--- config.mk ---
export PLATFORM = sky130hd
export DESIGN_NAME = ffa_ctrl
export DESIGN_NICKNAME = d
export VERILOG_FILES = /design/src/ffa_pkg.sv /design/src/ffa_ctrl.sv
export SDC_FILE = /design/constraint.sdc
export NUM_CORES = 1
export LEC_CHECK = 0
export ABC_CLOCK_PERIOD_IN_PS = 1900
export BUFFER_PORTS_ARGS = -buffer_cell sky130_fd_sc_hd__buf_2
export CAP_MARGIN = 20
export CORE_MARGIN = 5
export CORE_UTILIZATION = 40
export DETAILED_ROUTE_END_ITERATION = 8
export PLACE_DENSITY = 0.69
export SYNTH_ARGS = -nofsm -noshare
export SYNTH_HDL_FRONTEND = slang
export SYNTH_SLANG_ARGS = --single-unit
--- constraint.sdc ---
create_clock -name aclk -period 1.9 [get_ports aclk]
set_clock_uncertainty 0.15 [all_clocks]
set_input_delay 0.095 -clock aclk [delete_from_list [all_inputs] [get_ports aclk]]
set_output_delay 0.095 -clock aclk [all_outputs]
set_load 0.02 [all_outputs]
--- src/ffa_pkg.sv ---
package ffa_pkg;

    // Default sizing of the managed region.
    localparam int REGION_BYTES_DEF   = 65536;
    localparam int MAX_ALIGN_LOG2_DEF = 12;
    localparam int HDR_BYTES          = 8;

    // Request kinds.
    localparam logic [1:0] REQ_ALLOC = 2'd0;
    localparam logic [1:0] REQ_FREE  = 2'd1;
    localparam logic [1:0] REQ_PROBE = 2'd2;
    localparam logic [1:0] REQ_NONE  = 2'd3;

    // Result status codes.
    localparam logic [1:0] ST_OK      = 2'd0;
    localparam logic [1:0] ST_NOSPACE = 2'd1;
    localparam logic [1:0] ST_BADADDR = 2'd2;
    localparam logic [1:0] ST_BADSIZE = 2'd3;

    // Header memory read address select.
    localparam logic [0:0] RD_CUR  = 1'd0;
    localparam logic [0:0] RD_NEXT = 1'd1;

    // Header memory write select.
    localparam logic [2:0] WR_NONE  = 3'd0;
    localparam logic [2:0] WR_INIT  = 3'd1;
    localparam logic [2:0] WR_FRONT = 3'd2;
    localparam logic [2:0] WR_USED  = 3'd3;
    localparam logic [2:0] WR_TAIL  = 3'd4;
    localparam logic [2:0] WR_FREE  = 3'd5;
    localparam logic [2:0] WR_PREV  = 3'd6;

    // Running total update select.
    localparam logic [1:0] TOT_NONE  = 2'd0;
    localparam logic [1:0] TOT_ALLOC = 2'd1;
    localparam logic [1:0] TOT_FREE  = 2'd2;

    // Commands from the controller to the datapath.
    typedef struct packed {
        logic       ld_req;
        logic [0:0] rd_sel;
        logic       eval;
        logic       cap_next;
        logic       step;
        logic [2:0] wr_sel;
        logic [1:0] tot_sel;
        logic       ld_out;
        logic [1:0] out_st;
        logic       out_addr;
    } cmd_t;

    // Status from the datapath to the controller.
    typedef struct packed {
        logic [1:0] req;
        logic       bad_size;
        logic       fit;
        logic       at_end;
        logic       at_target;
        logic       past_target;
        logic       blk_used;
        logic       out_free;
    } sts_t;

endpackage

--- src/ffa_ctrl.sv ---
module ffa_ctrl (
    input  logic          aclk,
    input  logic          aresetn,
    input  logic          req_valid,
    output logic          req_ready,
    input  ffa_pkg::sts_t sts,
    output ffa_pkg::cmd_t cmd
);
    import ffa_pkg::*;

    localparam logic [3:0] S_INIT = 4'd0;
    localparam logic [3:0] S_IDLE = 4'd1;
    localparam logic [3:0] S_DEC  = 4'd2;
    localparam logic [3:0] S_RD   = 4'd3;
    localparam logic [3:0] S_EV   = 4'd4;
    localparam logic [3:0] S_CK   = 4'd5;
    localparam logic [3:0] S_W1   = 4'd6;
    localparam logic [3:0] S_W2   = 4'd7;
    localparam logic [3:0] S_W3   = 4'd8;
    localparam logic [3:0] S_RN   = 4'd9;
    localparam logic [3:0] S_RNV  = 4'd10;
    localparam logic [3:0] S_FW   = 4'd11;
    localparam logic [3:0] S_FP   = 4'd12;
    localparam logic [3:0] S_FIN  = 4'd13;

    logic [3:0] state_reg, state_next;
    logic [1:0] st_reg, st_next;
    logic       addr_reg, addr_next;

    assign req_ready = (state_reg == S_IDLE);

    // State register, the pending result code and the address flag.
    always_ff @(posedge aclk) begin
        if (!aresetn) begin
            state_reg <= S_INIT;
            st_reg    <= ST_OK;
            addr_reg  <= 1'b0;
        end else begin
            state_reg <= state_next;
            st_reg    <= st_next;
            addr_reg  <= addr_next;
        end
    end

    // Sequencing of the walk, the updates and the result.
    always_comb begin
        state_next = state_reg;
        st_next    = st_reg;
        addr_next  = addr_reg;
        cmd        = '0;
        cmd.rd_sel = RD_CUR;
        cmd.wr_sel = WR_NONE;
        cmd.tot_sel = TOT_NONE;
        cmd.out_st = st_reg;
        cmd.out_addr = addr_reg;
        unique case (state_reg)
            S_INIT: begin
                cmd.wr_sel = WR_INIT;
                state_next = S_IDLE;
            end
            S_IDLE: begin
                if (req_valid) begin
                    cmd.ld_req = 1'b1;
                    state_next = S_DEC;
                end
            end
            S_DEC: begin
                st_next   = ST_OK;
                addr_next = 1'b0;
                if (sts.req == REQ_NONE) begin
                    state_next = S_FIN;
                end else if (sts.req != REQ_FREE && sts.bad_size) begin
                    st_next    = ST_BADSIZE;
                    state_next = S_FIN;
                end else begin
                    state_next = S_RD;
                end
            end
            S_RD: begin
                state_next = S_EV;
            end
            S_EV: begin
                cmd.eval   = 1'b1;
                state_next = S_CK;
            end
            S_CK: begin
                if (sts.req == REQ_FREE) begin
                    if (sts.at_target) begin
                        if (sts.blk_used) begin
                            state_next = S_RN;
                        end else begin
                            st_next    = ST_BADADDR;
                            state_next = S_FIN;
                        end
                    end else if (sts.past_target || sts.at_end) begin
                        st_next    = ST_BADADDR;
                        state_next = S_FIN;
                    end else begin
                        cmd.step   = 1'b1;
                        state_next = S_RD;
                    end
                end else begin
                    if (sts.fit) begin
                        state_next = (sts.req == REQ_ALLOC) ? S_W1 : S_FIN;
                    end else if (sts.at_end) begin
                        st_next    = ST_NOSPACE;
                        state_next = S_FIN;
                    end else begin
                        cmd.step   = 1'b1;
                        state_next = S_RD;
                    end
                end
            end
            S_W1: begin
                cmd.wr_sel = WR_FRONT;
                state_next = S_W2;
            end
            S_W2: begin
                cmd.wr_sel = WR_USED;
                state_next = S_W3;
            end
            S_W3: begin
                cmd.wr_sel  = WR_TAIL;
                cmd.tot_sel = TOT_ALLOC;
                addr_next   = 1'b1;
                state_next  = S_FIN;
            end
            S_RN: begin
                cmd.rd_sel = RD_NEXT;
                state_next = S_RNV;
            end
            S_RNV: begin
                cmd.cap_next = 1'b1;
                state_next   = S_FW;
            end
            S_FW: begin
                cmd.wr_sel = WR_FREE;
                state_next = S_FP;
            end
            S_FP: begin
                cmd.wr_sel  = WR_PREV;
                cmd.tot_sel = TOT_FREE;
                state_next  = S_FIN;
            end
            S_FIN: begin
                if (sts.out_free) begin
                    cmd.ld_out = 1'b1;
                    state_next = S_IDLE;
                end
            end
            default: begin
                state_next = S_IDLE;
            end
        endcase
    end

    // A result is only reported with an address after an allocation pass.
    assert property (@(posedge aclk) disable iff (!aresetn)
        cmd.ld_out && cmd.out_addr |-> cmd.out_st == ST_OK && sts.req == REQ_ALLOC)
        else $error("address reported for a request that did not allocate");

    // A request word is taken only while idle.
    assert property (@(posedge aclk) disable iff (!aresetn)
        cmd.ld_req |-> state_reg == S_IDLE && req_valid)
        else $error("request taken outside idle");

    // The state register never holds an unused code.
    assert property (@(posedge aclk) disable iff (!aresetn)
        state_reg <= S_FIN)
        else $error("illegal controller state");

endmodule

==> results of run 1 <==
worst register-to-register path, delay by kind of cell, from the launching register on:
kind | cells | cell delay, ns
flip-flops | 1 | 0.43
AO/OA/AOI/OAI | 2 | 0.47
multiplexers | 1 | 0.16
AND/OR/NAND/NOR | 2 | 0.28
area by class of cell:
cell class / count / area share, %
Tap cell: 16 / 2.46
Timing Repair Buffer: 31 / 20.9
Sequential cell: 7 / 17.2
Multi-Input combinational cell: 76 / 54.8
Clock buffer: 4 / 3.23
Inverter: 3 / 1.38
synth_stat cells:
library cell | n | area (um2)
nand3_1 | 1 | 5.00
nand2b_1 | 6 | 37.5
nor2b_1 | 5 | 31.3
a21oi_1 | 8 | 40.0
a21o_1 | 1 | 7.51
and2_1 | 1 | 6.26
dfxtp_1 | 7 | 140
nand4_1 | 1 | 6.26
a31oi_1 | 1 | 6.26
a221o_1 | 1 | 10.0
nand2_1 | 6 | 22.5
mux2i_1 | 3 | 30.0
o21ai_0 | 6 | 30.0
nor2_1 | 18 | 67.6
nand3b_1 | 1 | 7.51
o2111ai_1 | 1 | 8.76
mux2_2 | 2 | 22.5
a22o_1 | 1 | 8.76
inv_1 | 3 | 11.3
buf_2 | 4 | 20.0
a311oi_1 | 1 | 8.76
a211o_1 | 1 | 8.76
and3_1 | 2 | 12.5
buf_4 | 1 | 7.51
o41a_1 | 1 | 11.3
nand4bb_1 | 1 | 11.3
nor3_1 | 5 | 25.0
clkbuf_1 | 2 | 7.51
a2111oi_0 | 1 | 8.76
o22ai_1 | 1 | 6.26
stage by stage:
step           util [%]  hold WS (ns)  worst slack [ns]
3_5_place_dp       51.9         0.227             0.228
6_report           54.7        0.0441             0.173
2_1_floorplan         -        0.0786             0.136
5_1_grt            54.7        0.0641            0.0296
3_3_place_gp       51.9         0.228             0.276
4_1_cts            54.4        0.0360            0.0770
metal layers:
metal,share of wire [%],GRT usage (%)
met1,45,16.4
met2,49,21.4
met3,5.8,1.81
met4,0,6.11
met5,0,0
worst max path at each step:
stage | from | to | slack [ns] | cells after the start
after floorplan | state_reg[2] | cmd[9] | 0.14 | 4
after global placement | state_reg[2] | st_reg[0] | 0.28 | 5
after detailed placement | state_reg[2] | st_reg[0] | 0.23 | 5
after CTS | state_reg[2] | cmd[9] | 0.08 | 3
after global routing | state_reg[2] | cmd[9] | 0.03 | 3
final | state_reg[2] | cmd[9] | 0.17 | 3
cells by family after synthesis:
group | share of synthesized area (%)
and+or+nand+nor | 37.1
muxes | 8.38
buffers and inverters | 7.39
AOI/OAI and AO/OA | 24.8
DFF | 22.4
power groups by stage:
| stage | clock network [mW] | logic [mW] | registers, mW |
|---|---|---|---|
| 6_report | 0.124 | 0.574 | 0.216 |
| 5_1_grt | 0.144 | 0.634 | 0.223 |
| 4_1_cts | 0.132 | 0.571 | 0.214 |
| 3_5_place_dp | 0 | 0.568 | 0.217 |
| 3_3_place_gp | 0 | 0.564 | 0.215 |
| 2_1_floorplan | 0 | 0.422 | 0.215 |
timing repair:
item	CTS	global route
endpoints found under the setup margin	0	1
buffers inserted	0	0
hold buffers	1	0
resized for setup	0	1
hold endpoints to repair	2	0
==> reports/metrics.csv, run 1 <==
stage,metric,value,unit
worst_hold_path,worstHoldEndpoint,state_reg[0],
power,ir_drop,0.629,mV
timing,fin_crit,1.73,ns
worst_hold_path,min_from,req_valid,
yosys,synth.avg_cell_area,6.74,um2
worst_setup_path,worstSetupStartpointType,register,
die,io_pins,27,
worst_setup_path,worst_r2r_startpoint,state_reg[2],
power,switchingPower,0.421,mW
clock_network,ctsLongestPathBuffers,2,
timing,setup_viol,0,
detailed_routing,drtIter0Drc,17,
yosys,syn-num-nets,105,
timing,slew_headroom,79.8,%
worst_hold_path,hold_depth,4,
yosys,synth.distinct_cells,30,
power,p_sw_share,46.0,%
power,pwr-share-seq,23.6,%
worst_setup_path,crit_family,flip-flops,
yosys,ys_warn_count,0,
yosys,ys_ff_latch,7,
yosys,synth_cells,93,
worst_hold_path,min_path_type,input port to register,
finish,final_common_cell,buf_2,
worst_setup_path,arrival,1.48,ns
global_route,grt_pass1_wl,2660,um
worst_setup_path,cp_max_fo,8,
detailed_routing,dr_total_vias,742,
die,core,1490,um2
finish,seqCellArea,140,um2
die,die-width,49.6,um
power,intPower,0.494,mW
detailed_routing,wl_per_cell,11.7,um
worst_setup_path,slowest_delay,0.43,ns
global_route,antenna_found_initial,0,
timing,rsz0062_at_grt,false,
clock_network,clk_latency,0.24,ns
global_route,grt_max_degree,17,
timing,finalMaxSlewViolations,0,
finish,num_antenna_cells,0,
clock_network,htreeDepth,1,
worst_setup_path,worstPathCellList,nand4bb_2 -> a2111oi_1 -> buf_2,
power,power_frac_clock,13.6,%
detailed_routing,ant_nets,0,
clock_network,cts_tree,yes,
placed_design,post-dp-hpwl,1290,um
worst_setup_path,path_buf_inv,1,
yosys,syn_area,627,um2
die,start_util,42.1,%
detailed_routing,viasPerCell,5.42,
finish,layout_common_cells,"buf_2 (26), nor2_1 (18), a21oi_1 (8)",
placed_design,portBuffers,26,
power,total_power,0.915,mW
clock_network,clk_pin_slew,0.05,ns
timing,fmax,579,MHz
die,die_h,49.6,um
flow_run,drv_cap,0,
finish,nNetsFinal,134,
die,rows,14,
power,pwr-share-comb,62.8,%
worst_setup_path,cpMaxStageDelayCell,dfxtp_1,
worst_setup_path,rrSetupSlack,0.32,ns
worst_setup_path,reg2reg_depth,5,
worst_setup_path,rr_endpoint,st_reg[0],
placed_design,place.gp.congestion,0.804,
finish,largest_register_ffs,4,
clock_network,cts_root_buf,clkbuf_4,
worst_setup_path,worst_setup_path_end_kind,output pin,
global_route,gr-total-overflow,0,
detailed_routing,dr.pass1.iters,4,
timing,fin_tns_setup,0,ns
finish,fin_cells,137,
timing,period_share,90.9,%
finish,multi_input_area,447,um2
worst_setup_path,required,1.65,ns
status,outcome,completed,
finish,fill_cells,153,
timing,hold_viol,0,
detailed_routing,drc_errors,0,
placed_design,post-place-cells,132,
power,p_per_area,1120,nW/um2
clock_network,clock_sinks,7,
worst_setup_path,critical_path_class,register to output pin,
global_route,grtUsageTotal,13.0,%
finish,area_growth_syn_to_layout,29.9,%
finish,drive_gt1_share,29.8,%
global_route,grt_pass1_vias,653,
detailed_routing,routed_wl,1600,um
timing,worstMarginPinSlew,0.302,ns
die,die_area,2460,um2
finish,final_area,815,um2
placed_design,place_area,773,um2
power,leakage,0.388,nW
clock_network,cts_buffers,3,
yosys,yosysSeqAreaShare,22.4,%
Power figures use the tool's default switching activity.
==> run 2: changes to the inputs <==
--- a/config.mk
+++ b/config.mk
@@ -9,9 +9,10 @@
 export BUFFER_PORTS_ARGS = -buffer_cell sky130_fd_sc_hd__buf_2
 export CAP_MARGIN = 20
 export CORE_MARGIN = 5
-export CORE_UTILIZATION = 40
+export CORE_UTILIZATION = 45
 export DETAILED_ROUTE_END_ITERATION = 8
-export PLACE_DENSITY = 0.69
+export PLACE_DENSITY = 0.76
+export REMOVE_ABC_BUFFERS = 1
 export SYNTH_ARGS = -nofsm -noshare
 export SYNTH_HDL_FRONTEND = slang
 export SYNTH_SLANG_ARGS = --single-unit
==> run 2 against run 1 <==
  * Critical path depth unchanged
  * Non-clock buffer count up 1
  * Final area up 0.15%
  * First-iteration DRC count up 35%
  * Power up 1.8%
  * Critical path type unchanged
==> reports/metrics.csv, run 2 (synthesis results as in run 1) <==
stage,metric,value,unit,change
worst_setup_path,required,1.65,ns,about the same
die,die_h,47.3,um,was 49.6 um
clock_network,cts_root_buf,clkbuf_4,,unchanged
worst_setup_path,worstSetupStartpointType,register,,unchanged
worst_setup_path,cp_max_fo,8,,unchanged
timing,finalMaxSlewViolations,0,,unchanged
timing,slew_headroom,72.4,%,was 79.8%
detailed_routing,ant_nets,0,,unchanged
global_route,grt_pass1_vias,635,,was 653
detailed_routing,wl_per_cell,12.4,um,was 11.7 um
global_route,grt_max_degree,17,,unchanged
finish,final_area,816,um2,was 815 um2
worst_setup_path,cpMaxStageDelayCell,a2111oi_1,,was dfxtp_1
detailed_routing,wl_met2,851,um,was 791 um
clock_network,cts_tree,yes,,unchanged
die,core,1320,um2,was 1490 um2
worst_setup_path,slowest_delay,0.48,ns,was 0.43 ns
worst_setup_path,worst_setup_path_end_kind,output pin,,unchanged
worst_setup_path,worstPathCellList,nand4bb_1 -> a2111oi_1 -> buf_2,,was nand4bb_2 -> a2111oi_1 -> buf_2
detailed_routing,routed_wl,1700,um,was 1600 um
clock_network,cts_buffers,3,,unchanged
status,outcome,completed,,unchanged
flow_run,drv_cap,0,,unchanged
finish,final_common_cell,buf_2,,unchanged
timing,setup_ws,0.0354,ns,was 0.173 ns
finish,fin_util,61.9,%,was 54.7%
worst_setup_path,arrival,1.62,ns,was 1.48 ns
finish,layout_common_cells,"buf_2 (26), nor2_1 (18), a21oi_1 (8)",,unchanged
die,io_pins,27,,unchanged
finish,area_growth_syn_to_layout,30.1,%,was 29.9%
worst_hold_path,min_path_type,input port to register,,unchanged
worst_setup_path,critical_path_class,register to output pin,,unchanged
global_route,gr-total-overflow,0,,unchanged
finish,num_antenna_cells,0,,unchanged
global_route,grtUsageTotal,15.4,%,was 13.0%
clock_network,htreeDepth,1,,unchanged
finish,nNetsFinal,135,,was 134
timing,setup_viol,0,,unchanged
placed_design,post-dp-hpwl,1300,um,was 1290 um
detailed_routing,wl_met1,777,um,was 718 um
finish,multi_input_area,442,um2,was 447 um2
placed_design,place_area,778,um2,was 773 um2
die,die_area,2240,um2,was 2460 um2
detailed_routing,drtIter0Drc,23,,was 17
placed_design,pre_cts_ws,0.273,ns,was 0.228 ns
timing,period_share,98.1,%,was 90.9%
power,ir_drop,0.748,mV,was 0.629 mV
clock_network,ctsLongestPathBuffers,2,,unchanged
detailed_routing,drc_errors,0,,unchanged
timing,hold_viol,0,,unchanged
global_route,grt_pass1_wl,2550,um,was 2660 um
timing,worstMarginPinSlew,0.413,ns,was 0.302 ns
die,rows,13,,was 14
clock_network,clk_latency,0.24,ns,about the same
finish,largest_register_ffs,4,,unchanged
die,start_util,47.6,%,was 42.1%
global_route,antenna_found_initial,0,,unchanged
clock_network,clock_sinks,7,,unchanged
placed_design,place.gp.congestion,0.813,,was 0.804
placed_design,portBuffers,26,,unchanged
detailed_routing,viasPerCell,5.51,,was 5.42
finish,seqCellArea,140,um2,unchanged
timing,fmax,536,MHz,was 579 MHz
detailed_routing,dr_total_vias,755,,was 742
timing,fin_crit,1.86,ns,was 1.73 ns
detailed_routing,routed.top_layer,met3,,unchanged
detailed_routing,wl_met3,68,um,was 93 um
power,p_per_area,1140,nW/um2,was 1120 nW/um2
die,die-width,47.3,um,was 49.6 um
detailed_routing,dr.pass1.iters,4,,unchanged
power,leakage,0.393,nW,was 0.388 nW
timing,fin_tns_setup,0,ns,unchanged
finish,drive_gt1_share,29.5,%,was 29.8%
finish,fill_cells,127,,was 153
clock_network,clk_pin_slew,0.05,ns,about the same
-- run 2: changes by cell type in the layout (fill, tap and decap cells not counted) --
cell	previous run	this run
nand4bb_1	0	1
nand4bb_2	1	0
buf_4	4	5
-- run 2: cell type report --
cell class / count / share of cell area, %
inverters: 3 / 1.38
multi-input cells: 76 / 54.1
well taps: 15 / 2.30
clock buffers: 4 / 3.22
repair buffers: 32 / 21.8
flip-flops and latches: 7 / 17.2
-- run 2: per-layer routing --
layer  global-route usage [%]  up-vias
met5                        0        -
met4                     5.52        0
met3                     1.15        0
met2                     26.2       18
met1                     20.1      351
li1                         -      386
-- run 2: metrics by stage --
step                      hold slack (ns)  instances  power [mW]
after floorplan                    0.0786         86       0.599
after global placement              0.234        132       0.790
after detailed placement            0.229        132       0.799
after CTS                          0.0303        137       0.936
after global routing               0.0805        137        1.01
final                              0.0364        137       0.931
-- run 2: worst max-delay path: cells and delay by family, from the launching register on --
kind | cells | cell delay, ns
flops | 1 | 0.30
simple gates | 1 | 0.34
buf+inv | 1 | 0.25
compound gates | 1 | 0.48
-- run 2: final timing paths --
path                startpoint      endpoint  slack [ns]  cells after the start
hold / removal       req_valid  state_reg[0]        0.04                      4
setup reg to reg  state_reg[1]     st_reg[0]        0.27                      5
setup / recovery  state_reg[1]        cmd[9]        0.04                      3
hold reg to reg      st_reg[1]     st_reg[1]        0.35                      2
-- run 2: power breakdown --
part / total [mW] / leakage [nW] / switching, mW / internal [mW]
Sequential: 0.207 / 0.0572 / 0.0215 / 0.185
Clock: 0.129 / 0.0150 / 0.0492 / 0.0798
Combinational: 0.595 / 0.320 / 0.357 / 0.238
Total: 0.931 / 0.393 / 0.428 / 0.503
-- run 2: what timing repair did --
item | CTS | global route
hold endpoints to repair | 2 | 0
hold buffers | 1 | 0
setup buffers | 0 | 0
endpoints found under the setup margin | 0 | 1
gates resized for setup | 0 | 1
==> run 3: changes to the inputs <==
--- a/config.mk
+++ b/config.mk
@@ -5,7 +5,7 @@
 export SDC_FILE = /design/constraint.sdc
 export NUM_CORES = 1
 export LEC_CHECK = 0
-export ABC_CLOCK_PERIOD_IN_PS = 1900
+export ABC_CLOCK_PERIOD_IN_PS = 1750
 export BUFFER_PORTS_ARGS = -buffer_cell sky130_fd_sc_hd__buf_2
 export CAP_MARGIN = 20
 export CORE_MARGIN = 5
==> constraint.sdc (replaced) <==
create_clock -name aclk -period 1.75 [get_ports aclk]
set_clock_uncertainty 0.15 [all_clocks]
set_input_delay 0.0875 -clock aclk [delete_from_list [all_inputs] [get_ports aclk]]
set_output_delay 0.0875 -clock aclk [all_outputs]
set_load 0.02 [all_outputs]
==> run 3 against run 2 <==
  * Critical path depth increased by 2
  * Non-clock buffer count did not move
  * Routed wire length up 6.9%
  * Count of clock-buffer cells in the layout is the same
==> reports/metrics.csv, run 3 (synthesis results as in run 1) <==
stage,metric,value,unit,change
finish,drive_gt1_share,32.8,%,was 29.5%
worst_setup_path,required,1.51,ns,was 1.65 ns
clock_network,cts_buffers,3,,unchanged
detailed_routing,dr_total_vias,773,,was 755
worst_setup_path,worstSetupStartpointType,register,,unchanged
power,intPower,0.567,mW,was 0.503 mW
detailed_routing,viasPerCell,5.64,,was 5.51
status,outcome,completed,,unchanged
detailed_routing,routed.top_layer,met4,,was met3
die,core,1320,um2,unchanged
worst_setup_path,cp_max_fo,15,,was 8
die,die-width,47.3,um,unchanged
detailed_routing,drtIter0Drc,19,,was 23
clock_network,htreeDepth,1,,unchanged
detailed_routing,routed_wl,1810,um,was 1700 um
timing,worstMarginPinSlew,0.291,ns,was 0.413 ns
placed_design,pre_cts_ws,0.135,ns,was 0.273 ns
power,ir_drop,0.932,mV,was 0.748 mV
clock_network,clock_sinks,7,,unchanged
finish,layout_common_cells,"buf_2 (26), nor2_1 (18), a21oi_1 (8)",,unchanged
flow_run,drv_cap,0,,unchanged
clock_network,clk_pin_slew,0.05,ns,about the same
detailed_routing,dr.pass1.iters,4,,unchanged
placed_design,post-dp-hpwl,1360,um,was 1300 um
clock_network,post-cts-setup-buffers,0,,unchanged
worst_hold_path,min_path_type,input port to register,,unchanged
detailed_routing,drc_errors,0,,unchanged
worst_setup_path,critical_path_class,register to output pin,,unchanged
power,pwr-share-comb,65.5,%,was 63.9%
timing,slew_headroom,80.5,%,was 72.4%
timing,fmax,599,MHz,
global_route,grt_pass1_wl,2670,um,was 2550 um
finish,nNetsFinal,135,,unchanged
placed_design,place.gp.congestion,0.799,,was 0.813
finish,fin_cells,137,,unchanged
die,die_area,2240,um2,unchanged
detailed_routing,wl_per_cell,13.2,um,was 12.4 um
worst_hold_path,hold_depth,4,,unchanged
global_route,grt_max_degree,17,,unchanged
timing,setup_viol,0,,unchanged
global_route,gr-total-overflow,0,,unchanged
clock_network,cts_tree,yes,,unchanged
timing,rsz0062_at_grt,true,,
detailed_routing,wl_met3,100,um,was 68 um
global_route,grtUsageTotal,16.9,%,was 15.4%
timing,hold_viol,0,,unchanged
timing,finalMaxSlewViolations,0,,unchanged
finish,final_common_cell,buf_2,,unchanged
finish,area_growth_syn_to_layout,33.7,%,was 30.1%
global_route,antenna_found_initial,0,,unchanged
worst_setup_path,arrival,1.43,ns,was 1.62 ns
power,p_per_area,1270,nW/um2,was 1140 nW/um2
finish,largest_register_ffs,4,,unchanged
timing,fin_tns_setup,0,ns,unchanged
finish,fill_cells,122,,was 127
detailed_routing,wl_met2,917,um,was 851 um
timing,fin_crit,1.67,ns,
die,start_util,47.6,%,unchanged
placed_design,portBuffers,26,,unchanged
detailed_routing,ant_nets,0,,unchanged
timing,setup_ws,0.0813,ns,was 0.0354 ns
global_route,grt_pass1_vias,627,,was 635
power,leakage,0.397,nW,was 0.393 nW
power,pwr-share-seq,21.3,%,was 22.2%
die,die_h,47.3,um,unchanged
detailed_routing,wl_met1,763,um,was 777 um
worst_setup_path,worst_setup_path_end_kind,output pin,,unchanged
power,switchingPower,0.496,mW,was 0.428 mW
die,rows,13,,unchanged
clock_network,clk_latency,0.24,ns,about the same
clock_network,ctsLongestPathBuffers,2,,unchanged
placed_design,post-place-cells,132,,unchanged
worst_setup_path,reg2reg_depth,5,,unchanged
timing,period_share,95.4,%,
finish,num_antenna_cells,0,,unchanged
clock_network,cts_root_buf,clkbuf_4,,unchanged
power,power_frac_clock,13.2,%,was 13.9%
die,io_pins,27,,unchanged
power,p_sw_share,46.7,%,was 46.0%
==> run 3: path summary, 6_finish.rpt <==
check,start,slack [ns],end
setup / recovery,state_reg[1],0.08,cmd[13]
hold / removal,req_valid,0.04,state_reg[0]
setup reg to reg,state_reg[1],0.15,st_reg[1]
hold reg to reg,st_reg[0],0.33,st_reg[0]
==> run 3: timing repair <==
action / 4_1_cts / 5_1_grt
endpoints found under the setup margin: 1 / 3
gates resized for setup: 1 / 6
hold buffers: 1 / 0
pin swaps: 0 / 1
endpoints found under the hold margin: 2 / 0
==> run 3: worst max-delay path, stage by stage, from the launching register on <==
cell and delay (ns):
dfxtp_1 0.30, buf_4 0.18, nand2b_1 0.19, nor3_1 0.21
and2_1 0.15, buf_2 0.15
==> run 3: power groups by stage <==
stage          Sequential, mW  Clock, mW  Combinational, mW
2_1_floorplan           0.305          0              0.344
3_3_place_gp            0.223          0              0.638
3_5_place_dp            0.224          0              0.647
4_1_cts                 0.226      0.147              0.654
5_1_grt                 0.233      0.155              0.759
6_report                0.226      0.140              0.697
==> run 3: layout make-up <==
type	count	area, um2	area share [%]
Multi-Input combinational cell	76	460	54.9
Clock buffer	4	26.3	3.13
Inverter	3	11.3	1.34
Timing Repair Buffer	32	181	21.6
Tap cell	15	18.8	2.24
Sequential cell	7	140	16.7
==> run 3: stage by stage <==
step	cell area (um2)	hold WS, ns	power (mW)	utilization [%]
3_5_place_dp	778	0.226	0.872	59.1
2_1_floorplan	592	0.0711	0.650	-
6_report	838	0.0449	1.06	63.6
4_1_cts	820	0.0339	1.03	62.2
5_1_grt	838	0.0611	1.15	63.6
3_3_place_gp	778	0.224	0.861	59.1
==> run 3: metal layers <==
metal / GRT usage, % / vias to the layer above
met5: 0 / -
met4: 10.5 / 0
met3: 2.30 / 4
met2: 26.5 / 29
met1: 21.5 / 353
li1: - / 387
